### config.mk
export PLATFORM = sky130hd
export DESIGN_NAME = diagonal_kalman_pose_filter_unit
export DESIGN_NICKNAME = d
export VERILOG_FILES = /design/src/design/dkpf_pkg.sv /design/src/design/dkpf_ctrl.sv /design/src/design/dkpf_datapath.sv /design/src/design/diagonal_kalman_pose_filter_unit.sv
export SDC_FILE = /design/constraint.sdc
export NUM_CORES = 2
export LEC_CHECK = 0
export ABC_AREA = 0
export BUFFER_PORTS_ARGS = -buffer_cell sky130_fd_sc_hd__buf_2
export CAP_MARGIN = 20
export CORE_UTILIZATION = 45
export CTS_CLUSTER_DIAMETER = 200
export DETAILED_ROUTE_END_ITERATION = 8
export PLACE_DENSITY = 0.66
export SKIP_LAST_GASP = 1
export SLEW_MARGIN = 20
export SYNTH_ARGS = -nofsm -noshare
export SYNTH_HDL_FRONTEND = slang
export SYNTH_SLANG_ARGS = --single-unit
### constraint.sdc
create_clock -name clk -period 11.2 [get_ports clk]
set_input_delay 1.68 -clock clk [delete_from_list [all_inputs] [get_ports clk]]
set_output_delay 1.68 -clock clk [all_outputs]
set_load 0.1 [all_outputs]
### src/design/dkpf_pkg.sv
// Package of the diagonal Kalman pose filter: shared constants, command and
// status structs between controller and datapath, and a saturation helper.
// Depends on nothing.
package dkpf_pkg;

  localparam int unsigned AXES       = 3;
  localparam int unsigned WORD_W     = 32;
  localparam int unsigned DT_W       = 16;
  localparam int unsigned VAR_W      = 20;
  localparam int unsigned CFG_IDX_W  = 2;
  localparam int unsigned GAIN_W     = 17;
  localparam int unsigned DIV_STEPS  = 17;
  localparam int unsigned ITEM_W     = 9 * WORD_W;

  localparam logic [VAR_W-1:0]  VAR_CAP     = 20'd655360;
  localparam logic [VAR_W-1:0]  VAR_RESET   = 20'd65536;
  localparam logic [GAIN_W-1:0] ONE_Q16     = 17'd65536;
  localparam logic [DT_W-1:0]   DT_RESET    = 16'd655;
  localparam logic [VAR_W-1:0]  QVAR_RESET  = 20'd655;
  localparam logic [VAR_W-1:0]  RVAR_RESET  = 20'd6554;

  // Configuration register indexes.
  localparam logic [CFG_IDX_W-1:0] REG_TIME_STEP = 2'd0;
  localparam logic [CFG_IDX_W-1:0] REG_PROC_VAR  = 2'd1;
  localparam logic [CFG_IDX_W-1:0] REG_MEAS_VAR  = 2'd2;

  // Operand selection of the shared multiplier.
  localparam logic [1:0] MUL_PRED = 2'd0;
  localparam logic [1:0] MUL_CORR = 2'd1;
  localparam logic [1:0] MUL_VAR  = 2'd2;

  typedef struct packed {
    logic       load_in;
    logic       mul_en;
    logic [1:0] mul_op;
    logic [1:0] axis;
    logic       pred_acc;
    logic       corr_acc;
    logic       grow;
    logic       div_step;
    logic       div_first;
    logic       shrink_acc;
    logic       finish;
  } dkpf_cmd_t;

  typedef struct packed {
    logic out_free;
  } dkpf_status_t;

  // Clamp a 36-bit signed sum to the signed 32-bit range.
  function automatic logic signed [31:0] sat32(input logic signed [35:0] v);
    logic signed [31:0] r;
    if (v > 36'sd2147483647) begin
      r = 32'sh7FFFFFFF;
    end else if (v < -36'sd2147483648) begin
      r = 32'sh80000000;
    end else begin
      r = v[31:0];
    end
    return r;
  endfunction

endpackage

### src/design/dkpf_ctrl.sv
// Sequencer of the diagonal Kalman pose filter: steps the shared multiplier,
// the serial divider and the accumulate stages of the datapath.
// Depends on dkpf_pkg.
module dkpf_ctrl (
  input  logic                  clk,
  input  logic                  rst,
  input  logic                  s_tvalid,
  output logic                  s_tready,
  input  dkpf_pkg::dkpf_status_t status,
  output dkpf_pkg::dkpf_cmd_t    cmd
);

  localparam logic [3:0] ST_IDLE = 4'd0;
  localparam logic [3:0] ST_PMUL = 4'd1;
  localparam logic [3:0] ST_PACC = 4'd2;
  localparam logic [3:0] ST_GROW = 4'd3;
  localparam logic [3:0] ST_DIV  = 4'd4;
  localparam logic [3:0] ST_CMUL = 4'd5;
  localparam logic [3:0] ST_CACC = 4'd6;
  localparam logic [3:0] ST_VMUL = 4'd7;
  localparam logic [3:0] ST_VACC = 4'd8;
  localparam logic [3:0] ST_DONE = 4'd9;

  logic [3:0] state, state_next;
  logic [1:0] axis, axis_next;
  logic [4:0] cnt, cnt_next;

  assign s_tready = (state == ST_IDLE);

  always_comb begin
    state_next = state;
    axis_next  = axis;
    cnt_next   = cnt;
    cmd        = '0;
    cmd.axis   = axis;
    unique case (state)
      ST_IDLE: begin
        if (s_tvalid) begin
          cmd.load_in = 1'b1;
          axis_next   = 2'd0;
          state_next  = ST_PMUL;
        end
      end
      ST_PMUL: begin
        cmd.mul_en = 1'b1;
        cmd.mul_op = dkpf_pkg::MUL_PRED;
        state_next = ST_PACC;
      end
      ST_PACC: begin
        cmd.pred_acc = 1'b1;
        if (axis == 2'(dkpf_pkg::AXES - 1)) begin
          axis_next  = 2'd0;
          state_next = ST_GROW;
        end else begin
          axis_next  = axis + 2'd1;
          state_next = ST_PMUL;
        end
      end
      ST_GROW: begin
        cmd.grow   = 1'b1;
        cnt_next   = 5'd0;
        state_next = ST_DIV;
      end
      ST_DIV: begin
        cmd.div_step  = 1'b1;
        cmd.div_first = (cnt == 5'd0);
        cnt_next      = cnt + 5'd1;
        if (cnt == 5'(dkpf_pkg::DIV_STEPS - 1)) begin
          state_next = ST_CMUL;
        end
      end
      ST_CMUL: begin
        cmd.mul_en = 1'b1;
        cmd.mul_op = dkpf_pkg::MUL_CORR;
        state_next = ST_CACC;
      end
      ST_CACC: begin
        cmd.corr_acc = 1'b1;
        if (axis == 2'(dkpf_pkg::AXES - 1)) begin
          axis_next  = 2'd0;
          state_next = ST_VMUL;
        end else begin
          axis_next  = axis + 2'd1;
          state_next = ST_CMUL;
        end
      end
      ST_VMUL: begin
        cmd.mul_en = 1'b1;
        cmd.mul_op = dkpf_pkg::MUL_VAR;
        state_next = ST_VACC;
      end
      ST_VACC: begin
        cmd.shrink_acc = 1'b1;
        state_next     = ST_DONE;
      end
      ST_DONE: begin
        if (status.out_free) begin
          cmd.finish = 1'b1;
          state_next = ST_IDLE;
        end
      end
      default: begin
        state_next = ST_IDLE;
      end
    endcase
  end

  always_ff @(posedge clk) begin
    if (rst) begin
      state <= ST_IDLE;
      axis  <= 2'd0;
      cnt   <= 5'd0;
    end else begin
      state <= state_next;
      axis  <= axis_next;
      cnt   <= cnt_next;
    end
  end

endmodule

### src/design/dkpf_datapath.sv
// Datapath of the diagonal Kalman pose filter: configuration registers,
// filter state, shared multiplier, serial divider and the output register.
// Depends on dkpf_pkg.
module dkpf_datapath (
  input  logic                         clk,
  input  logic                         rst,
  input  logic                         cfg_we,
  input  logic [dkpf_pkg::CFG_IDX_W-1:0] cfg_index,
  input  logic [dkpf_pkg::VAR_W-1:0]   cfg_data,
  input  logic [dkpf_pkg::ITEM_W-1:0]  s_tdata,
  output logic                         m_tvalid,
  input  logic                         m_tready,
  output logic [dkpf_pkg::ITEM_W-1:0]  m_tdata,
  input  dkpf_pkg::dkpf_cmd_t           cmd,
  output dkpf_pkg::dkpf_status_t        status
);

  logic [dkpf_pkg::DT_W-1:0]  time_step;
  logic [dkpf_pkg::VAR_W-1:0] process_noise_var;
  logic [dkpf_pkg::VAR_W-1:0] meas_noise_var;

  logic signed [31:0] pos [dkpf_pkg::AXES];
  logic signed [31:0] vel [dkpf_pkg::AXES];
  logic signed [31:0] raw_pos [dkpf_pkg::AXES];
  logic [6*dkpf_pkg::WORD_W-1:0] raw_rest;
  logic [dkpf_pkg::VAR_W-1:0] var_cur;
  logic [dkpf_pkg::VAR_W-1:0] var_p;
  logic [dkpf_pkg::VAR_W:0]   denom;
  logic [dkpf_pkg::VAR_W+1:0] rem;
  logic [dkpf_pkg::GAIN_W-1:0] quot;
  logic signed [50:0] prod;

  logic [dkpf_pkg::GAIN_W-1:0] gain;
  logic signed [32:0] mul_a;
  logic signed [17:0] mul_b;
  logic signed [34:0] prod_shr;
  logic signed [35:0] acc_sum;
  logic [dkpf_pkg::VAR_W:0]   var_sum;
  logic [dkpf_pkg::VAR_W-1:0] var_grown;
  logic [dkpf_pkg::VAR_W+1:0] div_cand;
  logic                       div_ge;

  assign gain = (denom == '0) ? '0 : quot;

  // Operand selection for the one shared multiplier.
  always_comb begin
    unique case (cmd.mul_op)
      dkpf_pkg::MUL_PRED: begin
        mul_a = 33'(vel[cmd.axis]);
        mul_b = $signed({2'b00, time_step});
      end
      dkpf_pkg::MUL_CORR: begin
        mul_a = 33'(raw_pos[cmd.axis]) - 33'(pos[cmd.axis]);
        mul_b = $signed({1'b0, gain});
      end
      dkpf_pkg::MUL_VAR: begin
        mul_a = $signed({13'd0, var_p});
        mul_b = $signed({1'b0, dkpf_pkg::ONE_Q16 - gain});
      end
      default: begin
        mul_a = '0;
        mul_b = '0;
      end
    endcase
  end

  // The arithmetic shift is the floor division by 2^16.
  assign prod_shr = prod[50:16];
  assign acc_sum  = 36'(pos[cmd.axis]) + 36'(prod_shr);

  assign var_sum   = {1'b0, var_cur} + {1'b0, process_noise_var};
  assign var_grown = (var_sum > {1'b0, dkpf_pkg::VAR_CAP}) ? dkpf_pkg::VAR_CAP
                                                           : var_sum[dkpf_pkg::VAR_W-1:0];

  // Restoring division of var_p * 2^16 by denom; var_p never exceeds denom.
  assign div_cand = cmd.div_first ? {2'b00, var_p} : {rem[dkpf_pkg::VAR_W:0], 1'b0};
  assign div_ge   = (div_cand >= {1'b0, denom});

  assign status.out_free = !m_tvalid || m_tready;

  always_ff @(posedge clk) begin
    if (rst) begin
      time_step         <= dkpf_pkg::DT_RESET;
      process_noise_var <= dkpf_pkg::QVAR_RESET;
      meas_noise_var    <= dkpf_pkg::RVAR_RESET;
    end else if (cfg_we) begin
      unique case (cfg_index)
        dkpf_pkg::REG_TIME_STEP: time_step         <= cfg_data[dkpf_pkg::DT_W-1:0];
        dkpf_pkg::REG_PROC_VAR:  process_noise_var <= cfg_data;
        dkpf_pkg::REG_MEAS_VAR:  meas_noise_var    <= cfg_data;
        default: begin
        end
      endcase
    end
  end

  always_ff @(posedge clk) begin
    if (rst) begin
      for (int i = 0; i < dkpf_pkg::AXES; i++) begin
        pos[i] <= '0;
        vel[i] <= '0;
      end
      var_cur  <= dkpf_pkg::VAR_RESET;
      m_tvalid <= 1'b0;
    end else begin
      if (cmd.pred_acc || cmd.corr_acc) begin
        pos[cmd.axis] <= dkpf_pkg::sat32(acc_sum);
      end
      if (cmd.shrink_acc) begin
        var_cur <= prod[35:16];
      end
      if (cmd.finish) begin
        for (int i = 0; i < dkpf_pkg::AXES; i++) begin
          vel[i] <= raw_rest[i*32 +: 32];
        end
        m_tvalid <= 1'b1;
      end else if (m_tready) begin
        m_tvalid <= 1'b0;
      end
    end
  end

  always_ff @(posedge clk) begin
    if (cmd.load_in) begin
      for (int i = 0; i < dkpf_pkg::AXES; i++) begin
        raw_pos[i] <= s_tdata[i*32 +: 32];
      end
      raw_rest <= s_tdata[dkpf_pkg::ITEM_W-1:3*dkpf_pkg::WORD_W];
    end
    if (cmd.mul_en) begin
      prod <= mul_a * mul_b;
    end
    if (cmd.grow) begin
      var_p <= var_grown;
      denom <= {1'b0, var_grown} + {1'b0, meas_noise_var};
    end
    if (cmd.div_step) begin
      rem  <= div_ge ? (div_cand - {1'b0, denom}) : div_cand;
      quot <= {quot[dkpf_pkg::GAIN_W-2:0], div_ge};
    end
    if (cmd.finish) begin
      m_tdata <= {raw_rest, pos[2], pos[1], pos[0]};
    end
  end

endmodule

### src/design/diagonal_kalman_pose_filter_unit.sv
// Top level of the diagonal Kalman pose filter.
// Depends on dkpf_pkg, dkpf_ctrl and dkpf_datapath.
//
// One item is one IMU sample of nine signed Q16.16 words. From acceptance
// until its result is loaded into the output register, each item passes in
// order through these steps: the three positions are predicted through the
// one shared multiplier, the shared variance is grown and capped, the serial
// divider forms the gain one quotient bit at a time, the positions are
// corrected, the variance is shrunk and the result is loaded. The serial
// divider and the shared multiplier take most of that time. A new item can
// be accepted in the cycle after the previous one has been loaded into the
// output register, and not before. This holds even while that result still
// waits to be taken; the block stalls only when a second result is ready
// before the first is taken.
// Velocities and angles pass through unchanged and the raw velocities are
// kept for the next prediction. Configuration writes take effect at once and
// are meant to be made only while no item is in progress.
module diagonal_kalman_pose_filter_unit (
  input  logic                           clk,
  input  logic                           rst,
  // Configuration: 0 time_step, 1 process_noise_var, 2 meas_noise_var.
  input  logic                           cfg_we,
  input  logic [dkpf_pkg::CFG_IDX_W-1:0] cfg_index,
  input  logic [dkpf_pkg::VAR_W-1:0]     cfg_data,
  // s_tdata, lowest bit up: raw_pos_x, raw_pos_y, raw_pos_z, raw_vel_x,
  // raw_vel_y, raw_vel_z, raw_roll, raw_pitch, raw_yaw (32 bits each).
  input  logic                           s_tvalid,
  output logic                           s_tready,
  input  logic [dkpf_pkg::ITEM_W-1:0]    s_tdata,
  // m_tdata, lowest bit up: est_pos_x, est_pos_y, est_pos_z, est_vel_x,
  // est_vel_y, est_vel_z, est_roll, est_pitch, est_yaw (32 bits each).
  output logic                           m_tvalid,
  input  logic                           m_tready,
  output logic [dkpf_pkg::ITEM_W-1:0]    m_tdata
);

  dkpf_pkg::dkpf_cmd_t    cmd;
  dkpf_pkg::dkpf_status_t status;

  dkpf_ctrl u_ctrl (
    .clk      (clk),
    .rst      (rst),
    .s_tvalid (s_tvalid),
    .s_tready (s_tready),
    .status   (status),
    .cmd      (cmd)
  );

  dkpf_datapath u_datapath (
    .clk       (clk),
    .rst       (rst),
    .cfg_we    (cfg_we),
    .cfg_index (cfg_index),
    .cfg_data  (cfg_data),
    .s_tdata   (s_tdata),
    .m_tvalid  (m_tvalid),
    .m_tready  (m_tready),
    .m_tdata   (m_tdata),
    .cmd       (cmd),
    .status    (status)
  );

endmodule
==> Word-level counts from Yosys, hierarchy flattened <==
Memories as Yosys holds them, arrays and structs flattened. A register that Yosys moved wholly into a read port is not among the register bits.
Index checks and enable logic that the tools add are counted.
{ "totals": {"ram_bits": 288, "word_cells": 124, "romBits": 0, "latchBits": 0, "output_inout_bits": 290, "ff_bits": 698, "n_memories": 3} }
{ "mem_list": {"columns": ["memory", "words", "word_bits", "read_ports", "rd_ports_with_merged_regs", "wr", "line_no", "text"], "rows": [
  ["u_datapath.pos", 3, 32, 4, 4, 3, "dkpf_datapath.sv:22", "logic signed [31:0] pos [dkpf_pkg::AXES];"],
  ["u_datapath.raw_pos", 3, 32, 1, 1, 3, "dkpf_datapath.sv:24", "logic signed [31:0] raw_pos [dkpf_pkg::AXES];"],
  ["u_datapath.vel", 3, 32, 1, 1, 3, "dkpf_datapath.sv:23", "logic signed [31:0] vel [dkpf_pkg::AXES];"]
]} }
{ "classes": {"magnitude_cmp": 4, "shift": 0, "n_reduce_logical": 18, "mux": 54, "eq_ne": 18, "n_addsub": 8, "n_mul": 1, "bitwise": 3, "div": 0} }
{ "ops": {"columns": ["operator", "count"], "rows": [
  ["$mux W32", 8],
  ["$pmux W33 S3", 1],
  ["$mul A33 B18 Y51", 1],
  ["$pmux W17 S3", 1],
  ["$add A20 B20 Y21", 2],
  ["$pmux W4 S10", 1],
  ["$add A32 B35 Y36", 1],
  ["$gt A36 B32 Y1 const B", 1],
  ["$lt A36 B32 Y1 const B", 1],
  ["$sub A32 B32 Y33", 1],
  ["$reduce_or A32 Y1", 1],
  ["$mux W2", 12],
  ["$ge A22 B21 Y1", 1],
  ["$mux W22", 1],
  ["$gt A21 B20 Y1 const B", 1],
  ["$logic_not A21 Y1", 1],
  ["$mux W1", 21],
  ["$mux W21", 1],
  ["$sub A21 B21 Y21", 1],
  ["$mux W20", 1],
  ["$mux W17", 1],
  ["$sub A17 B17 Y17 const A", 1],
  ["$eq A4 B3 Y1 const B", 4],
  ["$mux W4", 3],
  ["other kinds (23)", 38]
]} }

==> Longest topological paths before layout <==
{ "logic_depth": {"ltp_word": 8, "ltp_mapped": 42, "mapped_depth_nobuf": 38} }

==> By module <==
Synthesis repeated with hierarchy kept, for this count alone.
{ "hier_totals": {"hier_cells": 5300, "hier_area_um2": 61676.7} }
{ "modules_own_cells": {"columns": ["module", "area_each_um2", "cells_per_inst", "instances"], "rows": [
  ["dkpf_datapath", 61011.0, 5216, 1],
  ["dkpf_ctrl", 665.6, 84, 1]
]} }

==> Worst setup path before layout <==
No wires, ideal clock.
{ "synth_path": {"kind": "reg2reg", "startpoint": "register u_ctrl.state[1]", "endpoint": "register with a tool-made name", "n_path_buf": 3, "period_less_slack_ns": 11.240, "required_time_ns": 11.068, "slack_ns": -0.040, "path_stages_with_launch": 9, "setup_time_ns": 0.132, "arrival_ns": 11.108, "cell_sequence": "dfxtp_1 > clkbuf_1 > clkbuf_1 > clkbuf_1 > nor4_1 > and2_1 > a21oi_1 > a21oi_1 > nor2_1"} }
{ "synth_rtl": {"columns": ["item", "line_no", "text"], "rows": [
  ["start, declared", "dkpf_ctrl.sv:24", "logic [3:0] state, state_next;"],
  ["start signal, assigned", "dkpf_ctrl.sv:114", "state <= state_next;"]
]} }

==> key figures <==
Outcome
  – Outcome: finished clean

Timing
  – Slew Limit Fails: 0
  – Worst hold slack: 414 ps
  – Fmax achieved: 0.0928 GHz
  – Final Hold Fails: 0
  – Min cycle time layout: 10780 ps
  – RSZ-0062 raised after global routing: false
  – Max_slew headroom: about a quarter
  – Setup TNS: 0 ps
  – Final setup vio count: 0
  – Worst-Margin Slew: roughly 1100 ps
  – Worst Clk Skew: 85.3 ps
  – Final Cycle Share: 96.3%

Global route
  – Vias in the first global route: 42.9k
  – Global-route wire length before repair: around 270000 um
  – Global-route usage over all layers: 26.3%
  – Antenna violations before repair: 15
  – Grt total ovfl: 0
  – Largest net degree at the start of global routing: 148

Setup path
  – Critical path class: reg -> reg
  – Crit-path slowest cell: a2111oi_1
  – CP endpoint kind: register
  – Startpoint types: register
  – FF-to-FF End: u_datapath.prod[48]$_DFFE_PP_
  – Worst R2R Path Depth: 35
  – Cell mode on critical path: fa_1
  – WP data required: 11700 ps
  – Flop2flop setup slack: 420 ps
  – Worst endpoint data arrival time: 11280 ps
  – CP max FO: 19
  – CP peak stage delay: 610 ps

Drt
  – DR pass1 iterations: 8
  – WL met3: 16700 um
  – Post-DRT Antenna Nets: 0
  – WL met1: 70500 um
  – Met2 wire len: around 86000 um
  – Vias per cell: between 5 and 6
  – WL final: 182000 um
  – Initial DRC Count: 3670
  – # DRC: 0
  – Detailed-route via count: 42.9k
  – Top sig layer: met5
  – Per-cell routed wire length: 23.3 um

Synthesis
  – Sequential area share after synthesis: 47.6%
  – Commonest cells post-synth: edfxtp_1, inv_1, nand2_1
  – Synth warn: 0
  – Most frequent cell after synthesis: edfxtp_1
  – Ys async rst share: 0%
  – Synth area leaders: edfxtp_1, fa_1, ha_1
  – Syn_nets: 6448
  – Largest area contributor in the netlist: edfxtp_1
  – Synthesized area: a little over 60000 um^2
  – Synthesized area per cell: 11.5 um^2
  – Top_reg_cell synth: edfxtp_1
  – Post-Syn Instances: 5346
  – Netlist cell types: 86
  – Post-synth EDFFs: 914
  – Register bit count reported by yosys: 1004
  – Area fraction of the dominant cell type after synthesis: between 40% and 50%

Clock network
  – Num Clock Sinks: 1004
  – Cts hold-fix bufs: 0
  – TritonCTS clock tree: yes
  – H-tree depth: 3
  – CTS Buf Count: 103
  – CTS max path bufs: 3
  – Clk root buf: clkbuf_16
  – Worst skew pair latency: 780 ps
  – Clock-pin slew on the worst setup and hold paths: 60 ps

Finish
  – Area Growth Syn to Fin: 14.5%
  – # fillers: 11.8k
  – Nets: 7035
  – Post-Layout Cell Count: 7807
  – Area occupied by multi-input gates: ~29000 um^2
  – Layout cells sized above 1: between 10% and 20%
  – Final instance area: 70400 um^2
  – Register area: 29300 um^2

Min path
  – Worst Hold Depth: 0
  – Hold endpoint: u_datapath.m_tdata[251]$_DFFE_PP_
  – Hold path startpoint: u_datapath.raw_rest[155]$_DFFE_PP_
  – HP Class: reg -> reg

Power
  – Pwr dens: 206 nW/um^2
  – Leak: 29.5 nW
  – Max VDD drop: 0.000188 V

Placed design
  – Area post-placement: 66800 um^2
  – RePlAce Congestion: ~0.96
  – Placed cells: roughly 7.6k
  – HPWL Detailed: 140000 um
  – Port bufs: 604

Floorplanning
  – Die height: 372 um
  – Die span in x: 372 um
  – Area of the core: 135000 um^2
  – Die area: 138000 um^2
  – I/O Pins: 605
  – Rows: 135
  – Starting Density: 45.4%

Run
  – MaxCap Viol Count: 0
-- placed cells by master, fill, tap and decap left out, drive strengths merged, types with 14 or more instances in the layout --
| cell | count |
|---|---|
| fa | 539 |
| edfxtp | 914 |
| xnor2 | 89 |
| mux2i | 75 |
| nand4 | 27 |
| nand2b | 31 |
| a211oi | 23 |
| xor2 | 52 |
| nand2 | 659 |
| dfxtp | 90 |
| o21bai | 17 |
| ha | 248 |
| a21oi | 327 |
| clkinv | 53 |
| o21a | 51 |
| nor3 | 47 |
| or2 | 14 |
| clkbuf | 117 |
| o21ai | 164 |
| buf | 693 |
| nor2 | 458 |
| and3 | 14 |
| and2 | 122 |
| nand3b | 26 |
| a2bb2oi | 28 |
| a21o | 68 |
| nand3 | 42 |
| or3 | 14 |
| mux4 | 32 |
| inv | 730 |
| a31oi | 16 |
| o211ai | 25 |
| nor2b | 41 |
-- worst max-delay path: cells and delay by family, from the launching register on --
family	cells	cell delay (ps)
buffers and inverters	6	850
adders and majority gates	8	3570
xor gates and xnor gates	1	90
AOI/OAI and AO/OA	16	4370
DFF	1	600
muxes	1	110
and+or+nand+nor	3	920
-- flip-flops by register name (all words and copies together) (netlist names), named ones only --
name and flops:
u_datapath.vel 96, u_datapath.raw_rest 192, u_datapath.m_tvalid 1, m_tdata 96
u_datapath.process_noise_var 20, u_datapath.var_p 20, u_ctrl.axis 2, u_datapath.pos 128
u_datapath.m_tdata 192, u_datapath.time_step 16, u_ctrl.state 4, u_datapath.raw_pos 96
u_ctrl.cnt 5, u_datapath.rem 21, u_datapath.quot 17, u_datapath.var_cur 20
u_datapath.prod 35, u_datapath.denom 21, u_datapath.meas_noise_var 20
-- report_power, final --
part	total (W)	switching, W	internal [W]	leakage [nW]
Sequential	0.00470	0.000143	0.00456	9.39
Clock	0.00357	0.00154	0.00203	1.74
Combinational	0.00625	0.00390	0.00235	18.4
-- cell families after synthesis --
family | Yosys count | share of synthesized area [%]
buffers and inverters | 935 | 5.78
XOR/XNOR | 141 | 2.01
flip-flops | 1004 | 47.6
multiplexers | 119 | 2.61
adder cells (fa/ha/maj) | 787 | 22.6
AO/OA/AOI/OAI | 818 | 8.22
AND/OR/NAND/NOR | 1542 | 11.2
-- metrics by stage --
step	worst slack, ps	power [W]	utilization, %
floorplan	492	0.00899	-
global placement	474	0.0109	49.3
detailed placement	422	0.0110	49.3
CTS	378	0.0146	51.9
global route	15.7	0.0154	52.0
finish	419	0.0145	52.0
-- metal layers --
metal / track usage, % / vias to the layer above
met2: 42.7 / 2013
met3: 5.98 / 392
met1: 33.7 / 21300
li1: - / 19200
met4: 11.6 / 14
met5: 0 / -
-- final cells by class --
cell class | count | area share [%]
Multi-Input combinational cell | 3407 | 41.0
Timing Repair Buffer | 693 | 5.30
Sequential cell | 1004 | 41.6
Clock inverter | 78 | 1.32
Tap cell | 1781 | 3.16
Antenna cell | 3 | 0.0107
Inverter | 724 | 3.87
Clock buffer | 117 | 3.75
-- timing repair --
item	in CTS	in global routing
resized for setup	0	5
setup endpoints to repair	0	7
setup buffers	0	0
endpoints found under the hold margin	0	0
-- worst max-delay path by stage --
stage               startpoint                            end
CTS                   register  u_datapath.prod[48]$_DFFE_PP_
global placement      register  u_datapath.prod[48]$_DFFE_PP_
global route          register  u_datapath.prod[48]$_DFFE_PP_
finish                register  u_datapath.prod[48]$_DFFE_PP_
detailed placement    register  u_datapath.prod[48]$_DFFE_PP_
floorplan             register  u_datapath.prod[48]$_DFFE_PP_
Power figures use the tool's default switching activity.
